==> src/design/x86ild_pkg.sv <==
// ----------------------------------------------------------------------------
// x86ild_pkg
// Shared types, constants and the opcode size table of the x86 instruction
// length decoder.
// ----------------------------------------------------------------------------
package x86ild_pkg;

  // Decoder phases within one instruction.
  typedef enum logic [2:0] {
    PH_PREFIX,
    PH_OPCODE,
    PH_MODRM,
    PH_GROUP,
    PH_SIB,
    PH_TAIL
  } phase_t;

  // Payload of the code byte channel.
  typedef struct packed {
    logic [7:0] code_byte;
    logic       restart;
  } code_t;

  // Payload of the result channel.
  typedef struct packed {
    logic [5:0] insn_length;
    logic       is_branch;
    logic       bad_code;
  } result_t;

  // Outcome of one table search.
  typedef struct packed {
    logic        found;
    logic        group_wait;
    logic [31:0] entry;
  } match_t;

  // What one decode step hands to the result register.
  typedef struct packed {
    logic       emit;
    logic [5:0] insn_length;
    logic       is_branch;
    logic       bad_code;
  } step_t;

  localparam logic [7:0] BYTE_ESCAPE = 8'h0F;
  localparam logic [7:0] BYTE_OPSIZE = 8'h66;
  localparam logic [7:0] BYTE_ADSIZE = 8'h67;
  localparam logic [7:0] BYTE_SEG_ES = 8'h26;
  localparam logic [7:0] BYTE_SEG_CS = 8'h2E;
  localparam logic [7:0] BYTE_SEG_SS = 8'h36;
  localparam logic [7:0] BYTE_SEG_DS = 8'h3E;
  localparam logic [7:0] BYTE_SEG_FS = 8'h64;
  localparam logic [7:0] BYTE_SEG_GS = 8'h65;
  localparam logic [7:0] BYTE_WAIT   = 8'h9B;
  localparam logic [7:0] BYTE_LOCK   = 8'hF0;
  localparam logic [7:0] BYTE_REPNE  = 8'hF2;
  localparam logic [7:0] BYTE_REP    = 8'hF3;

  // Slots addressable by the table search; slots past the fixed contents
  // read as zero and never match.
  localparam int ROM_SLOTS = 128;
  localparam int ROM_FILL  = 101;

  // Entry layout: 31:24 last opcode, 23:16 first opcode, 15 address-size
  // immediate, 14:12 fixed immediate bytes, 11 operand-size immediate,
  // 10:8 fixed immediate bytes, 6:4 group subcode, 3 branch,
  // 2:1 both set means group entry, 1 ModRM present, 0 escaped opcode.
  localparam logic [31:0] SIZE_ROM [ROM_FILL] = '{
    32'h03000002, 32'h04040100, 32'h05050800, 32'h07060000, 32'h0B080002,
    32'h0C0C0100, 32'h0D0D0800, 32'h0E0E0000, 32'h13100002, 32'h14140100,
    32'h15150800, 32'h17160000, 32'h1B180002, 32'h1C1C0100, 32'h1D1D0800,
    32'h1F1E0000, 32'h23200002, 32'h24240100, 32'h25250800, 32'h27270000,
    32'h2B280002, 32'h2C2C0100, 32'h2D2D0800, 32'h2F2F0000, 32'h33300002,
    32'h34340100, 32'h35350800, 32'h37370000, 32'h3B380002, 32'h3C3C0100,
    32'h3D3D0800, 32'h613F0000, 32'h62620002, 32'h68680800, 32'h69690802,
    32'h6A6A0100, 32'h6B6B0102, 32'h7F700108, 32'h80800102, 32'h81810802,
    32'h83820102, 32'h8E840002, 32'h8F8F0006, 32'h99900000, 32'h9A9A0A08,
    32'h9F9C0000, 32'hA3A08000, 32'hA7A40000, 32'hA9A80100, 32'hAFAA0000,
    32'hB7B00100, 32'hBFB80800, 32'hC1C00102, 32'hC2C20208, 32'hC3C30008,
    32'hC5C40002, 32'hC6C60106, 32'hC7C70806, 32'hC8C80300, 32'hC9C90000,
    32'hCACA0200, 32'hCBCB0000, 32'hCCCC0008, 32'hCDCD0108, 32'hCFCE0008,
    32'hD3D00002, 32'hD5D40100, 32'hD7D60000, 32'hDFD80002, 32'hE3E00108,
    32'hE9E80808, 32'hEAEA0A08, 32'hEBEB0108, 32'hF5F10000, 32'hF6F60106,
    32'hF6F60002, 32'hF7F70806, 32'hF7F70002, 32'hFDF80000, 32'hFEFE0006,
    32'hFEFE0016, 32'hFFFF0006, 32'hFFFF0016, 32'hFFFF002E, 32'hFFFF003E,
    32'hFFFF004E, 32'hFFFF005E, 32'hFFFF0066, 32'h8F800809, 32'h9F900003,
    32'hA1A00001, 32'hA3A30003, 32'hA4A40103, 32'hA5A50003, 32'hA9A80001,
    32'hABAB0003, 32'hACAC0103, 32'hB7AD0003, 32'hBABA0103, 32'hC1BC0003,
    32'hCFC80001
  };

endpackage

==> src/design/x86ild_code_if.sv <==
// ----------------------------------------------------------------------------
// x86ild_code_if
// Valid/ready channel that carries one code byte request.
// ----------------------------------------------------------------------------
interface x86ild_code_if import x86ild_pkg::*; ();
  logic  valid;
  logic  ready;
  code_t data;

  modport source (output valid, output data, input ready);
  modport sink (input valid, input data, output ready);
endinterface

==> src/design/x86ild_result_if.sv <==
// ----------------------------------------------------------------------------
// x86ild_result_if
// Valid/ready channel that carries one decoded length request.
// ----------------------------------------------------------------------------
interface x86ild_result_if import x86ild_pkg::*; ();
  logic    valid;
  logic    ready;
  result_t data;

  modport source (output valid, output data, input ready);
  modport sink (input valid, input data, output ready);
endinterface

==> src/design/x86ild_match.sv <==
// ----------------------------------------------------------------------------
// x86ild_match
// Parallel priority search of the opcode size table.
// ----------------------------------------------------------------------------
module x86ild_match import x86ild_pkg::*; #(
  parameter int TABLE_ENTRIES = 101
) (
  input  logic [7:0] opcode,
  input  logic       escaped,
  input  logic       sub_known,
  input  logic [2:0] subcode,
  output match_t     result
);

  logic [31:0] slot [TABLE_ENTRIES];
  logic [TABLE_ENTRIES-1:0] cand;

  for (genvar g = 0; g < TABLE_ENTRIES; g++) begin : g_slot
    if (g < ROM_FILL) begin : g_fill
      assign slot[g] = SIZE_ROM[g];
    end else begin : g_empty
      assign slot[g] = '0;
    end
    // Every slot compares against the key on its own.
    assign cand[g] = (slot[g] != '0) && (opcode >= slot[g][23:16]) &&
                     (opcode <= slot[g][31:24]) && (slot[g][0] == escaped) &&
                     !((slot[g][2:1] == 2'b11) && sub_known &&
                       (slot[g][6:4] != subcode));
  end

  // The lowest matching slot wins.
  always_comb begin
    logic taken;
    taken  = 1'b0;
    result = '0;
    for (int i = 0; i < TABLE_ENTRIES; i++) begin
      if (cand[i] && !taken) begin
        taken = 1'b1;
        if ((slot[i][2:1] == 2'b11) && !sub_known) begin
          result.group_wait = 1'b1;
        end else begin
          result.found = 1'b1;
          result.entry = slot[i];
        end
      end
    end
  end

endmodule

==> src/design/x86ild_core.sv <==
// ----------------------------------------------------------------------------
// x86ild_core
// Per-instruction decode state and the one-byte decode step.
// ----------------------------------------------------------------------------
module x86ild_core import x86ild_pkg::*; #(
  parameter int TABLE_ENTRIES = 101,
  parameter int MAX_PREFIXES  = 16
) (
  input  logic       clk,
  input  logic       rst,
  input  logic       go,
  input  logic [7:0] code_byte,
  input  logic       restart,
  output step_t      step
);

  phase_t     phase, phase_next;
  logic       opsz, opsz_next;
  logic       adsz, adsz_next;
  logic       esc, esc_next;
  logic [5:0] count;
  logic [7:0] held_op, held_op_next;
  logic       branch, branch_next;
  logic [1:0] mode, mode_next;
  logic [5:0] remain, remain_next;

  // State as seen by this byte, after a restart has dropped the old one.
  phase_t     b_phase;
  logic       b_opsz, b_adsz, b_esc, b_branch;
  logic [5:0] b_count, b_remain;
  logic [7:0] b_held;
  logic [1:0] b_mode;

  logic       is_pfx, take_pfx, take_op, in_group;
  match_t     hit;
  logic [5:0] imm, disp, modrm_rem, fin_rem;
  logic       need_sib, go_finish, do_emit, emit_bad;

  function automatic logic prefix_byte(input logic [7:0] b);
    return (b == BYTE_SEG_ES) || (b == BYTE_SEG_CS) || (b == BYTE_SEG_SS) ||
           (b == BYTE_SEG_DS) || (b == BYTE_SEG_FS) || (b == BYTE_SEG_GS) ||
           (b == BYTE_OPSIZE) || (b == BYTE_ADSIZE) || (b == BYTE_WAIT) ||
           (b == BYTE_LOCK) || (b == BYTE_REPNE) || (b == BYTE_REP);
  endfunction

  always_comb begin
    b_phase  = restart ? PH_PREFIX : phase;
    b_opsz   = restart ? 1'b0 : opsz;
    b_adsz   = restart ? 1'b0 : adsz;
    b_esc    = restart ? 1'b0 : esc;
    b_branch = restart ? 1'b0 : branch;
    b_count  = restart ? '0 : count;
    b_remain = restart ? '0 : remain;
    b_held   = restart ? '0 : held_op;
    b_mode   = restart ? '0 : mode;
  end

  assign is_pfx   = prefix_byte(code_byte);
  assign take_pfx = (b_phase == PH_PREFIX) && (b_count < 6'(MAX_PREFIXES)) && is_pfx;
  assign take_op  = ((b_phase == PH_PREFIX) && !take_pfx && (code_byte != BYTE_ESCAPE)) ||
                    (b_phase == PH_OPCODE);
  assign in_group = (b_phase == PH_GROUP);

  x86ild_match #(
    .TABLE_ENTRIES(TABLE_ENTRIES)
  ) u_match (
    .opcode   (in_group ? b_held : code_byte),
    .escaped  (b_esc),
    .sub_known(in_group),
    .subcode  (code_byte[5:3]),
    .result   (hit)
  );

  // Immediate bytes of the chosen entry under the current size overrides.
  always_comb begin
    imm = 6'(hit.entry[10:8]) + 6'(hit.entry[14:12]);
    if (hit.entry[11]) imm = imm + (b_opsz ? 6'd2 : 6'd4);
    if (hit.entry[15]) imm = imm + (b_adsz ? 6'd2 : 6'd4);
  end

  // ModRM displacement and SIB detection for this byte.
  always_comb begin
    disp = '0;
    if (((code_byte[7:6] == 2'd0) && (code_byte[2:0] == (b_adsz ? 3'd6 : 3'd5))) ||
        (code_byte[7:6] == 2'd2)) begin
      disp = b_adsz ? 6'd2 : 6'd4;
    end else if (code_byte[7:6] == 2'd1) begin
      disp = 6'd1;
    end
    modrm_rem = (in_group ? imm : b_remain) + disp;
    need_sib  = (code_byte[7:6] != 2'd3) && !b_adsz && (code_byte[2:0] == 3'd4);
  end

  // Next phase, remaining byte count and the result event.
  always_comb begin
    phase_next  = b_phase;
    remain_next = b_remain;
    go_finish   = 1'b0;
    fin_rem     = b_remain;
    do_emit     = 1'b0;
    emit_bad    = 1'b0;
    unique case (b_phase) inside
      PH_PREFIX, PH_OPCODE: begin
        if (take_pfx) begin
          phase_next = PH_PREFIX;
        end else if ((b_phase == PH_PREFIX) && (code_byte == BYTE_ESCAPE)) begin
          phase_next = PH_OPCODE;
        end else if (hit.group_wait) begin
          phase_next = PH_GROUP;
        end else if (!hit.found) begin
          do_emit  = 1'b1;
          emit_bad = 1'b1;
        end else if (hit.entry[1]) begin
          phase_next  = PH_MODRM;
          remain_next = imm;
        end else begin
          go_finish = 1'b1;
          fin_rem   = imm;
        end
      end
      PH_GROUP, PH_MODRM: begin
        if (in_group && !hit.found) begin
          do_emit  = 1'b1;
          emit_bad = 1'b1;
        end else if (in_group && !hit.entry[1]) begin
          go_finish = 1'b1;
          fin_rem   = imm;
        end else if (need_sib) begin
          phase_next  = PH_SIB;
          remain_next = modrm_rem;
        end else begin
          go_finish = 1'b1;
          fin_rem   = modrm_rem;
        end
      end
      PH_SIB: begin
        go_finish = 1'b1;
        fin_rem   = ((b_mode == 2'd0) && (code_byte[2:0] == 3'd5)) ? b_remain + 6'd4
                                                                  : b_remain;
      end
      PH_TAIL: begin
        go_finish = 1'b1;
        fin_rem   = (b_remain == '0) ? '0 : b_remain - 6'd1;
      end
      default: begin
        phase_next = PH_PREFIX;
      end
    endcase
    if (go_finish) begin
      if (fin_rem == '0) begin
        do_emit = 1'b1;
      end else begin
        phase_next  = PH_TAIL;
        remain_next = fin_rem;
      end
    end
    if (do_emit) begin
      phase_next  = PH_PREFIX;
      remain_next = '0;
    end
  end

  // Per-instruction fields and the result of this step.
  always_comb begin
    opsz_next    = b_opsz | (take_pfx && (code_byte == BYTE_OPSIZE));
    adsz_next    = b_adsz | (take_pfx && (code_byte == BYTE_ADSIZE));
    esc_next     = b_esc | ((b_phase == PH_PREFIX) && !take_pfx &&
                            (code_byte == BYTE_ESCAPE));
    held_op_next = take_op ? code_byte : b_held;
    branch_next  = ((take_op || in_group) && hit.found) ? hit.entry[3] : b_branch;
    mode_next    = ((b_phase == PH_MODRM) || in_group) ? code_byte[7:6] : b_mode;

    step.emit        = do_emit;
    step.insn_length = b_count + 6'd1;
    step.is_branch   = !emit_bad && branch_next;
    step.bad_code    = emit_bad;

    if (do_emit) begin
      opsz_next    = 1'b0;
      adsz_next    = 1'b0;
      esc_next     = 1'b0;
      held_op_next = '0;
      branch_next  = 1'b0;
      mode_next    = '0;
    end
  end

  always_ff @(posedge clk) begin
    if (rst) begin
      phase   <= PH_PREFIX;
      opsz    <= 1'b0;
      adsz    <= 1'b0;
      esc     <= 1'b0;
      count   <= '0;
      held_op <= '0;
      branch  <= 1'b0;
      mode    <= '0;
      remain  <= '0;
    end else if (go) begin
      phase   <= phase_next;
      opsz    <= opsz_next;
      adsz    <= adsz_next;
      esc     <= esc_next;
      count   <= do_emit ? '0 : b_count + 6'd1;
      held_op <= held_op_next;
      branch  <= branch_next;
      mode    <= mode_next;
      remain  <= remain_next;
    end
  end

endmodule

==> src/design/x86_instruction_length_decoder.sv <==
// ----------------------------------------------------------------------------
// x86_instruction_length_decoder
// Length decoder for 32-bit x86 code fed one byte per request.
// ----------------------------------------------------------------------------
//
//   Channel | Direction | Payload                              | Requests
//   --------+-----------+--------------------------------------+-------------------
//   code    | in        | code_byte[7:0], restart              | one per code byte
//   result  | out       | insn_length[5:0], is_branch, bad_code | one per instruction
//
// Each code byte request is taken into an input register and decoded from
// there by the table search and state update; one byte is handled every
// cycle while the result side does not hold the decode step back.
// A result request leaves through an output register that the decode step
// of its last byte loads. When that register is full and not taken, the
// input register holds its byte and code.ready drops until it drains.
// Synchronous reset returns the decoder to the prefix phase of a new
// instruction and empties both registers.
module x86_instruction_length_decoder import x86ild_pkg::*; #(
  parameter int TABLE_ENTRIES = 101,
  parameter int MAX_PREFIXES  = 16
) (
  input logic         clk,
  input logic         rst,
  x86ild_code_if.sink   code,
  x86ild_result_if.source result
);

  // Input register: one code byte waiting for its decode step.
  logic    in_valid;
  code_t   in_data;

  // Output register: one finished result waiting to be taken.
  logic    res_valid;
  result_t res_data;

  step_t   step;
  logic    step_go;

  // The decode step runs when a byte is held and the result side can take
  // whatever it produces. Bytes that finish no instruction still need this,
  // so they also wait while the output register is full and not taken.
  assign step_go    = in_valid && (!res_valid || result.ready);
  assign code.ready = !in_valid || step_go;

  always_ff @(posedge clk) begin
    if (rst) begin
      in_valid <= 1'b0;
    end else if (code.ready) begin
      in_valid <= code.valid;
    end
  end

  always_ff @(posedge clk) begin
    if (code.valid && code.ready) begin
      in_data <= code.data;
    end
  end

  x86ild_core #(
    .TABLE_ENTRIES(TABLE_ENTRIES),
    .MAX_PREFIXES (MAX_PREFIXES)
  ) u_core (
    .clk      (clk),
    .rst      (rst),
    .go       (step_go),
    .code_byte(in_data.code_byte),
    .restart  (in_data.restart),
    .step     (step)
  );

  always_ff @(posedge clk) begin
    if (rst) begin
      res_valid <= 1'b0;
    end else if (!res_valid || result.ready) begin
      res_valid <= step_go && step.emit;
    end
  end

  always_ff @(posedge clk) begin
    if (step_go && step.emit) begin
      res_data.insn_length <= step.insn_length;
      res_data.is_branch   <= step.is_branch;
      res_data.bad_code    <= step.bad_code;
    end
  end

  assign result.valid = res_valid;
  assign result.data  = res_data;

endmodule
==> src/flat_wrapper.sv <==
// flat-port wrapper written by rule: the top's interface ports become plain ports
module x86_instruction_length_decoder_flat import x86ild_pkg::*;
#(
  parameter int TABLE_ENTRIES = 101,
  parameter int MAX_PREFIXES  = 16
)
  (clk, rst, code_valid, code_data, code_ready, result_valid, result_data, result_ready);
  x86ild_code_if code_i ();
  x86ild_result_if result_i ();
  input logic clk;
  input logic rst;
  input wire logic [$bits(code_i.valid)-1:0] code_valid;
  input wire logic [$bits(code_i.data)-1:0] code_data;
  output wire logic [$bits(code_i.ready)-1:0] code_ready;
  output wire logic [$bits(result_i.valid)-1:0] result_valid;
  output wire logic [$bits(result_i.data)-1:0] result_data;
  input wire logic [$bits(result_i.ready)-1:0] result_ready;
  assign code_i.valid = code_valid;
  assign code_i.data = code_data;
  assign code_ready = code_i.ready;
  assign result_valid = result_i.valid;
  assign result_data = result_i.data;
  assign result_i.ready = result_ready;
  x86_instruction_length_decoder #(.TABLE_ENTRIES(TABLE_ENTRIES), .MAX_PREFIXES(MAX_PREFIXES)) u_core (.clk(clk), .rst(rst), .code(code_i), .result(result_i));
endmodule
==> config.mk <==
export PLATFORM = sky130hd
export DESIGN_NAME = x86_instruction_length_decoder_flat
export DESIGN_NICKNAME = d
export VERILOG_FILES = /design/src/design/x86ild_pkg.sv /design/src/design/x86ild_code_if.sv /design/src/design/x86ild_result_if.sv /design/src/design/x86ild_match.sv /design/src/design/x86ild_core.sv /design/src/design/x86_instruction_length_decoder.sv /design/src/flat_wrapper.sv
export SDC_FILE = /design/constraint.sdc
export NUM_CORES = 1
export LEC_CHECK = 0
export ABC_AREA = 0
export BUFFER_PORTS_ARGS = -buffer_cell sky130_fd_sc_hd__buf_2
export CAP_MARGIN = 40
export CORE_MARGIN = 2
export CORE_UTILIZATION = 65
export DETAILED_ROUTE_END_ITERATION = 6
export PLACE_DENSITY = 0.83
export SYNTH_ARGS = -nofsm -noshare
export SYNTH_HDL_FRONTEND = slang
export SYNTH_SLANG_ARGS = --single-unit
==> constraint.sdc <==
create_clock -name clk -period 10.25 [get_ports clk]
set_input_delay 0.5125 -clock clk [delete_from_list [all_inputs] [get_ports clk]]
set_output_delay 0.5125 -clock clk [all_outputs]
set_load 0.01 [all_outputs]
# Word-level counts from Yosys, hierarchy flattened
# Cells that the tools add are included.
op_classes:
  multipliers: 0
  div_mod_pow: 0
  n_eq_ne: 31
  bitwise: 4
  n_lt_le_gt_ge: 172
  n_shift: 0
  n_mux: 323
  n_addsub: 7
  n_reduce_logical: 463
op_table:
  columns: ["op", "count"]
  rows:
  - ["34-bit two-way mux", 101]
  - ["32-bit two-way mux", 14]
  - ["8-bit greater-or-equal comparator, second input constant", 48]
  - ["8-bit less-or-equal comparator, second input constant", 47]
  - ["1-bit logical AND", 323]
  - ["6-bit two-way mux", 26]
  - ["1-bit two-way mux", 153]
  - ["8-bit by 6-bit greater-or-equal comparator with 1-bit output, second input constant", 16]
  - ["8-bit by 6-bit less-or-equal comparator with 1-bit output, second input constant", 15]
  - ["1-bit logical NOT", 114]
  - ["8-bit by 5-bit greater-or-equal comparator with 1-bit output, second input constant", 8]
  - ["8-bit by 5-bit less-or-equal comparator with 1-bit output, second input constant", 8]
  - ["8-bit by 7-bit less-or-equal comparator with 1-bit output, second input constant", 7]
  - ["8-bit by 7-bit greater-or-equal comparator with 1-bit output, second input constant", 6]
  - ["3-bit two-way mux", 15]
  - ["8-bit by 6-bit equality test with 1-bit output, second input constant", 4]
  - ["8-bit by 7-bit equality test with 1-bit output, second input constant", 4]
  - ["8-bit equality test, second input constant", 4]
  - ["8-bit by 4-bit greater-or-equal comparator with 1-bit output, second input constant", 4]
  - ["8-bit by 4-bit less-or-equal comparator with 1-bit output, second input constant", 4]
  - ["8-bit two-way mux", 4]
  - ["8-bit by 3-bit greater-or-equal comparator with 1-bit output, second input constant", 3]
  - ["8-bit by 3-bit less-or-equal comparator with 1-bit output, second input constant", 3]
  - ["6-bit case mux with 4 select lines", 1]
  - ["other kinds (35)", 68]
word_totals:
  elab_cells: 1016
  output_inout_bits: 10
  mem_bits_rw: 0
  mem_bits_ro: 0
  register_bits: 48
  latch_bits: 0
  input_bits: 13
  mem_count: 0

# Longest topological paths before layout
logic_depth:
  ltp_word: 322
  depth_mapped: 32
  depth_no_buf: 26

# Hierarchy
# A second synthesis with hierarchy kept.
hier_totals:
  hier_cells: 932
  hier_area_um2: 6739.0
by_module_without_submodules:
  columns: ["module", "seq_area_each_um2", "cells_per_inst", "area_per_inst_um2", "n_inst"]
  rows:
  - ["x86ild_core", 580.6, 475, 3445.8, 1]
  - ["x86ild_match", 0.0, 429, 2680.1, 1]
  - ["x86_instruction_length_decoder", 550.5, 28, 613.1, 1]

# Least setup slack after synthesis
# No wires, ideal clock.
synth_timing:
  path_kind: "register to register"
  start: "register u_core.in_data[0] in the netlist's numbering"
  end: "register u_core.res_data, in the netlist u_core.result.data[0] (enable)"
  arrival_time_ns: 5.788
  stages_incl_launch_ff: 30
  slack_ns: 4.132
  t_required_ns: 9.920
  setup_ns: 0.330
  synth_period_minus_slack_ns: 6.118
  path_buffers: 4
  path_cell_list: "edfxtp_1 > and4bb_2 > buf_2 > buf_2 > clkbuf_1 > nand2_1 > a41oi_1 > nand2_1 > ha_1 > nor2_1 > a21oi_1 > ha_1 > fa_1 > nand2_1 > o21ai_0 > nand2_1 > o21ai_0 > ha_1 > a21oi_1 > nor2_1 > xnor2_1 > or3_1 > mux2i_1 > a31oi_1 > nand3_1 > or3b_1 > or4_1 > buf_2 > nor2_1 > o21a_1"
synth_via:
  elab_chain_cells: 322
  elab_cells_between_ends: 904
  cone_classes: "add/sub: 6; order compare: 172; eq/ne: 6; mux: 287; bitwise: 1; reduce/logical: 432"
synth_lines:
  columns: ["item", "line_no", "source"]
  rows:
  - ["start, declared", "x86_instruction_length_decoder.sv:31", "code_t in_data;"]
  - ["start signal, assigned", "x86_instruction_length_decoder.sv:56", "in_data <= code.data;"]
  - ["3-bit two-way mux", "x86ild_core.sv:47", "b_phase = restart ? PH_PREFIX : phase;"]
  - ["3-bit by 2-bit equality test with 1-bit output", "x86ild_core.sv:62", "assign in_group = (b_phase == PH_GROUP);"]
  - ["8-bit two-way mux", "x86ild_core.sv:67", ".opcode (in_group ? b_held : code_byte),"]
  - ["8-bit by 1-bit greater-or-equal comparator with 1-bit output or 8-bit by 2-bit less-or-equal comparator with 1-bit output (tied branches)", "x86ild_match.sv:25, x86ild_match.sv:26", null]
  - ["1-bit logical AND", "x86ild_match.sv:25", "assign cand[g] = (slot[g] != '0) && (opcode >= slot[g][23:16]) &&"]
  - ["1-bit logical AND", "x86ild_match.sv:26", "(opcode <= slot[g][31:24]) && (slot[g][0] == escaped) &&"]
  - ["1-bit two-way mux", "x86ild_match.sv:37", "if (cand[i] && !taken) begin"]
  - ["1-bit logical NOT", "x86ild_match.sv:37", null]
  - ["[306 not listed]", null, null]
  - ["6-bit two-way mux, on equally long branches", "x86ild_core.sv:128, x86ild_core.sv:108", null]
  - ["6-bit two-way mux, on equally long branches", "x86ild_core.sv:125, x86ild_core.sv:106", null]
  - ["6-bit two-way mux, on equally long branches", "x86ild_core.sv:122, x86ild_core.sv:104", null]
  - ["6-bit case mux with 4 select lines", "x86ild_core.sv:102", "unique case (b_phase) inside"]
  - ["6-bit logical NOT", "x86ild_core.sv:150", "if (fin_rem == '0) begin"]
  - ["1-bit two-way mux", "x86ild_core.sv:150", null]
  - ["1-bit two-way mux (*)", "x86ild_core.sv:149", "if (go_finish) begin"]
  - ["1-bit logical AND (*)", "x86_instruction_length_decoder.sv:81", "if (step_go && step.emit) begin"]
  - ["end, declared", "x86_instruction_length_decoder.sv:35", "result_t res_data;"]
# Mark *: on every way between the ends. The rest lies on a longest branch, timed or not.
# A chain may end at the register's enable or synchronous reset.

# Worst setup path in the final report
layout_timing:
  start: "register u_core.in_data[0] in the netlist's numbering"
  end: "register u_core.res_data, in the netlist u_core.result.data[2] (enable)"
# Same word-level chain as after synthesis.

==> impl_metrics.yaml <==
critical_path:
  cp_max_fo: 40
  slowest_delay_ns: 0.83
  ff2ff_path_depth: 25
  worst-path-buf-inv: 0
  worstSetupEndpointType: "flop"
  cpLargestDelayFamily: "simple AND/OR/NAND/NOR gates"
  arrival_ns: 7.99
  crit_type: "reg -> reg"
  crit_required_ns: 10.26
  r2r_slack_ns: 2.27
  start_kind: "flop"
  cp_num_cells: 25
  slowest_stage: "nand4bb_4"
power:
  cellInternalPower_uw: 344
  p_per_area_mw_per_mm2: 90.8
  ir_worst_vdd_v: 0.0000731
  p_seq_share_pct: 38.1
  power.leakage_nw: 2.30
  clkPwrFrac_pct: 23.5
  switchingPower_uw: 248
  switching_share_pct: 41.9
  combPwrFrac_pct: 38.4
final_layout:
  drive_above_1_share_pct: 9.38
  nFillCells: 799
  nNetsFinal: 910
  antenna_cells: 0
  syn2layout_area_growth_pct: 4.04
  final_cells: 1014
synth:
  syn-instance-count: 915
  syn_area_mm2: 0.00626
  synth-seq-cells: 48
  synth_nets: 941
  synth_flop_cell: "dfxtp_1"
  async_reset_ff_share_pct: 0
  synth_edf_count: 17
  synth_cell_types: 82
  syn_avg_cell_area_um2: 6.84
  yosysSeqAreaShare_pct: 18.1
  yosys_warnings: 0
place:
  dp.cells: 1005
  portBuffers: 22
  gp_congestion: 1.24
  hpwl_um: 16800
clock_tree:
  ctsHoldBuffers: 0
  clockBufferDepth: 2
  cts.sinks: 48
  post_cts_buffers: 0
  numCtsBuffers: 5
  cts_resized: 0
  clk_latency_ns: 0.33
  path_clk_slew_ns: 0.10
  cts.htree.levels: 2
  cts-root-buf: "clkbuf_8"
  cts_tree: "yes"
timing:
  hold_slack_ns: 0.365
  drv_slew: 0
  fin_crit_sh_pct: 77.8
  period_minus_slack_ns: 7.98
  setup_viol: 0
  rsz0062_at_grt: "no"
  hold_viol_final: 0
  tns_ns: 0
  tightest_slew_ns: 0.948
  slew_headroom_pct: 36.6
  clock-skew-final_ns: 0.0173
  fmax_mhz: 125
outcome:
  violations: "DRC"
  status: "finished with violations"
min_path:
  holdPathStages: 1
  hold_path_class: "in -> reg"
routing:
  routed_wirelength_um: 24600
  wl_per_cell_um: 24.3
  via_per_inst: 7.94
  postRouteAntennaNets: 0
  drtIter0Drc: 1721
  drc: 171
  num_vias: 8049
  first_pass_iters: 7
global_route:
  grt_pass1_vias: 7090
  grt-ovfl-total: 0
  grt_max_degree: 41
  track_usage_pct: 46.4
  antenna_found_initial: 0
  grt_pass1_wl_um: 37700
die:
  coreArea_mm2: 0.00928
  pin_count: 23
  die_w_um: 102
  placementRows: 35
  die_y_um: 102
  start_util_pct: 67.5
  die-area_mm2: 0.0104
flow_run:
  maxCapViolations: 0
==> area by class of cell <==
type	instances	area, µm²	share of cell area, %
multi-input cells	763	4730	72.6
inverters	15	56.3	0.864
clock inverters	2	15.0	0.230
well taps	129	161	2.48
repair buffers	51	325	4.99
clock buffers	6	93.8	1.44
flip-flops and latches	48	1130	17.4
==> synthesized netlist by cell type, drive strengths merged, types with 9 or more instances <==
library cell	number	area (µm²)
a31oi	14	87.6
nand3	43	215
nand4	28	175
ha	11	138
or3	19	119
o211ai	15	113
o31ai	9	67.6
buf	21	100
edfxtp	17	510
nand2	94	353
mux2i	14	140
nor4	21	131
nor3	42	210
nor2b	22	138
xnor2	12	105
dfxtp	31	621
and2	9	56.3
clkbuf	68	256
nor2	83	312
nand2b	22	138
a21oi	68	340
inv	15	56.3
o21ai	55	275
or2	10	62.6
==> layer usage <==
metal | wire length (µm) | GRT usage [%] | part of all wire, % | up-vias
met1 | 9040 | 63.0 | 37 | 3545
met2 | 9610 | 66.2 | 39 | 872
li1 | - | - | - | 3398
met4 | 1560 | 18.3 | 6.3 | 2
met3 | 4360 | 17.6 | 18 | 232
met5 | 33 | 2.40 | 0.13 | -
==> cell families (layout without fill, tap and decap cells) <==
group | Yosys count | count (layout) | synth area share, %
simple gates | 452 | 452 | 38.6
compound gates | 266 | 266 | 29.0
buf+inv | 104 | 74 | 6.59
flops | 48 | 48 | 18.1
mux | 18 | 18 | 3.02
xor+xnor | 14 | 14 | 1.96
fa+ha+maj | 13 | 13 | 2.84
==> layout by cell type (no fill, tap or decap), types with 23 or more instances in the layout <==
cell and instances:
o21ai_0 54, nand4_1 28, buf_2 25, a21oi_1 68
nand3_1 43, nand2_1 94, dfxtp_1 31, buf_4 23
nor3_1 42, nor2_1 83
==> through the flow <==
| step | total power [mW] | utilization, % | instance area (µm²) | setup WS, ns |
|---|---|---|---|---|
| floorplan | 0.375 | - | 6260 | 4.13 |
| global placement | 0.434 | 68.5 | 6360 | 2.79 |
| detailed placement | 0.440 | 68.9 | 6400 | 2.51 |
| CTS | 0.573 | 70.1 | 6510 | 2.50 |
| global route | 0.606 | 70.2 | 6520 | 1.78 |
| finish | 0.592 | 70.2 | 6520 | 2.27 |
==> power groups by stage <==
stage	Clock [mW]	Sequential (mW)	Combinational, mW
finish	0.139	0.225	0.227
global route	0.143	0.227	0.236
CTS	0.137	0.224	0.212
detailed placement	0	0.228	0.211
global placement	0	0.228	0.207
floorplan	0	0.221	0.154
==> registers in the layout (all words and copies together), names as in the netlist <==
name and cells:
u_core.u_core.mode 2, u_core.result.data 8, u_core.result.valid 1, u_core.u_core.adsz 1
u_core.u_core.branch 1, u_core.u_core.held_op 8, u_core.u_core.esc 1, u_core.u_core.count 6
u_core.in_data 9, u_core.in_valid 1, u_core.u_core.phase 3, u_core.u_core.opsz 1
u_core.u_core.remain 6
==> worst paths after layout <==
kind                       from                     to
max           u_core.in_data[0]  u_core.result.data[2]
min                code_data[5]      u_core.in_data[5]
max reg2reg   u_core.in_data[0]  u_core.result.data[2]
min reg2reg  u_core.u_core.opsz     u_core.u_core.opsz
==> worst reg2reg max path: stages (launching register included) <==
cell	delay [ns]
edfxtp_1	0.66
nand4bb_4	0.83
or3_1	0.60
o21ai_0	0.33
a41oi_1	0.23
nand2_1	0.23
ha_1	0.27
nor2_1	0.11
a21oi_1	0.05
ha_1	0.30
a21o_1	0.15
mux2i_1	0.29
o21ai_0	0.21
ha_1	0.34
a21o_1	0.15
a21oi_1	0.42
nor2_1	0.13
xnor2_1	0.14
or3_1	0.13
mux2i_1	0.07
a31oi_1	0.20
nand3_1	0.12
or3b_1	0.39
or4_1	0.72
nor2_1	0.26
o21a_1	0.33
Note: power is estimated with default switching activity, not from simulation.
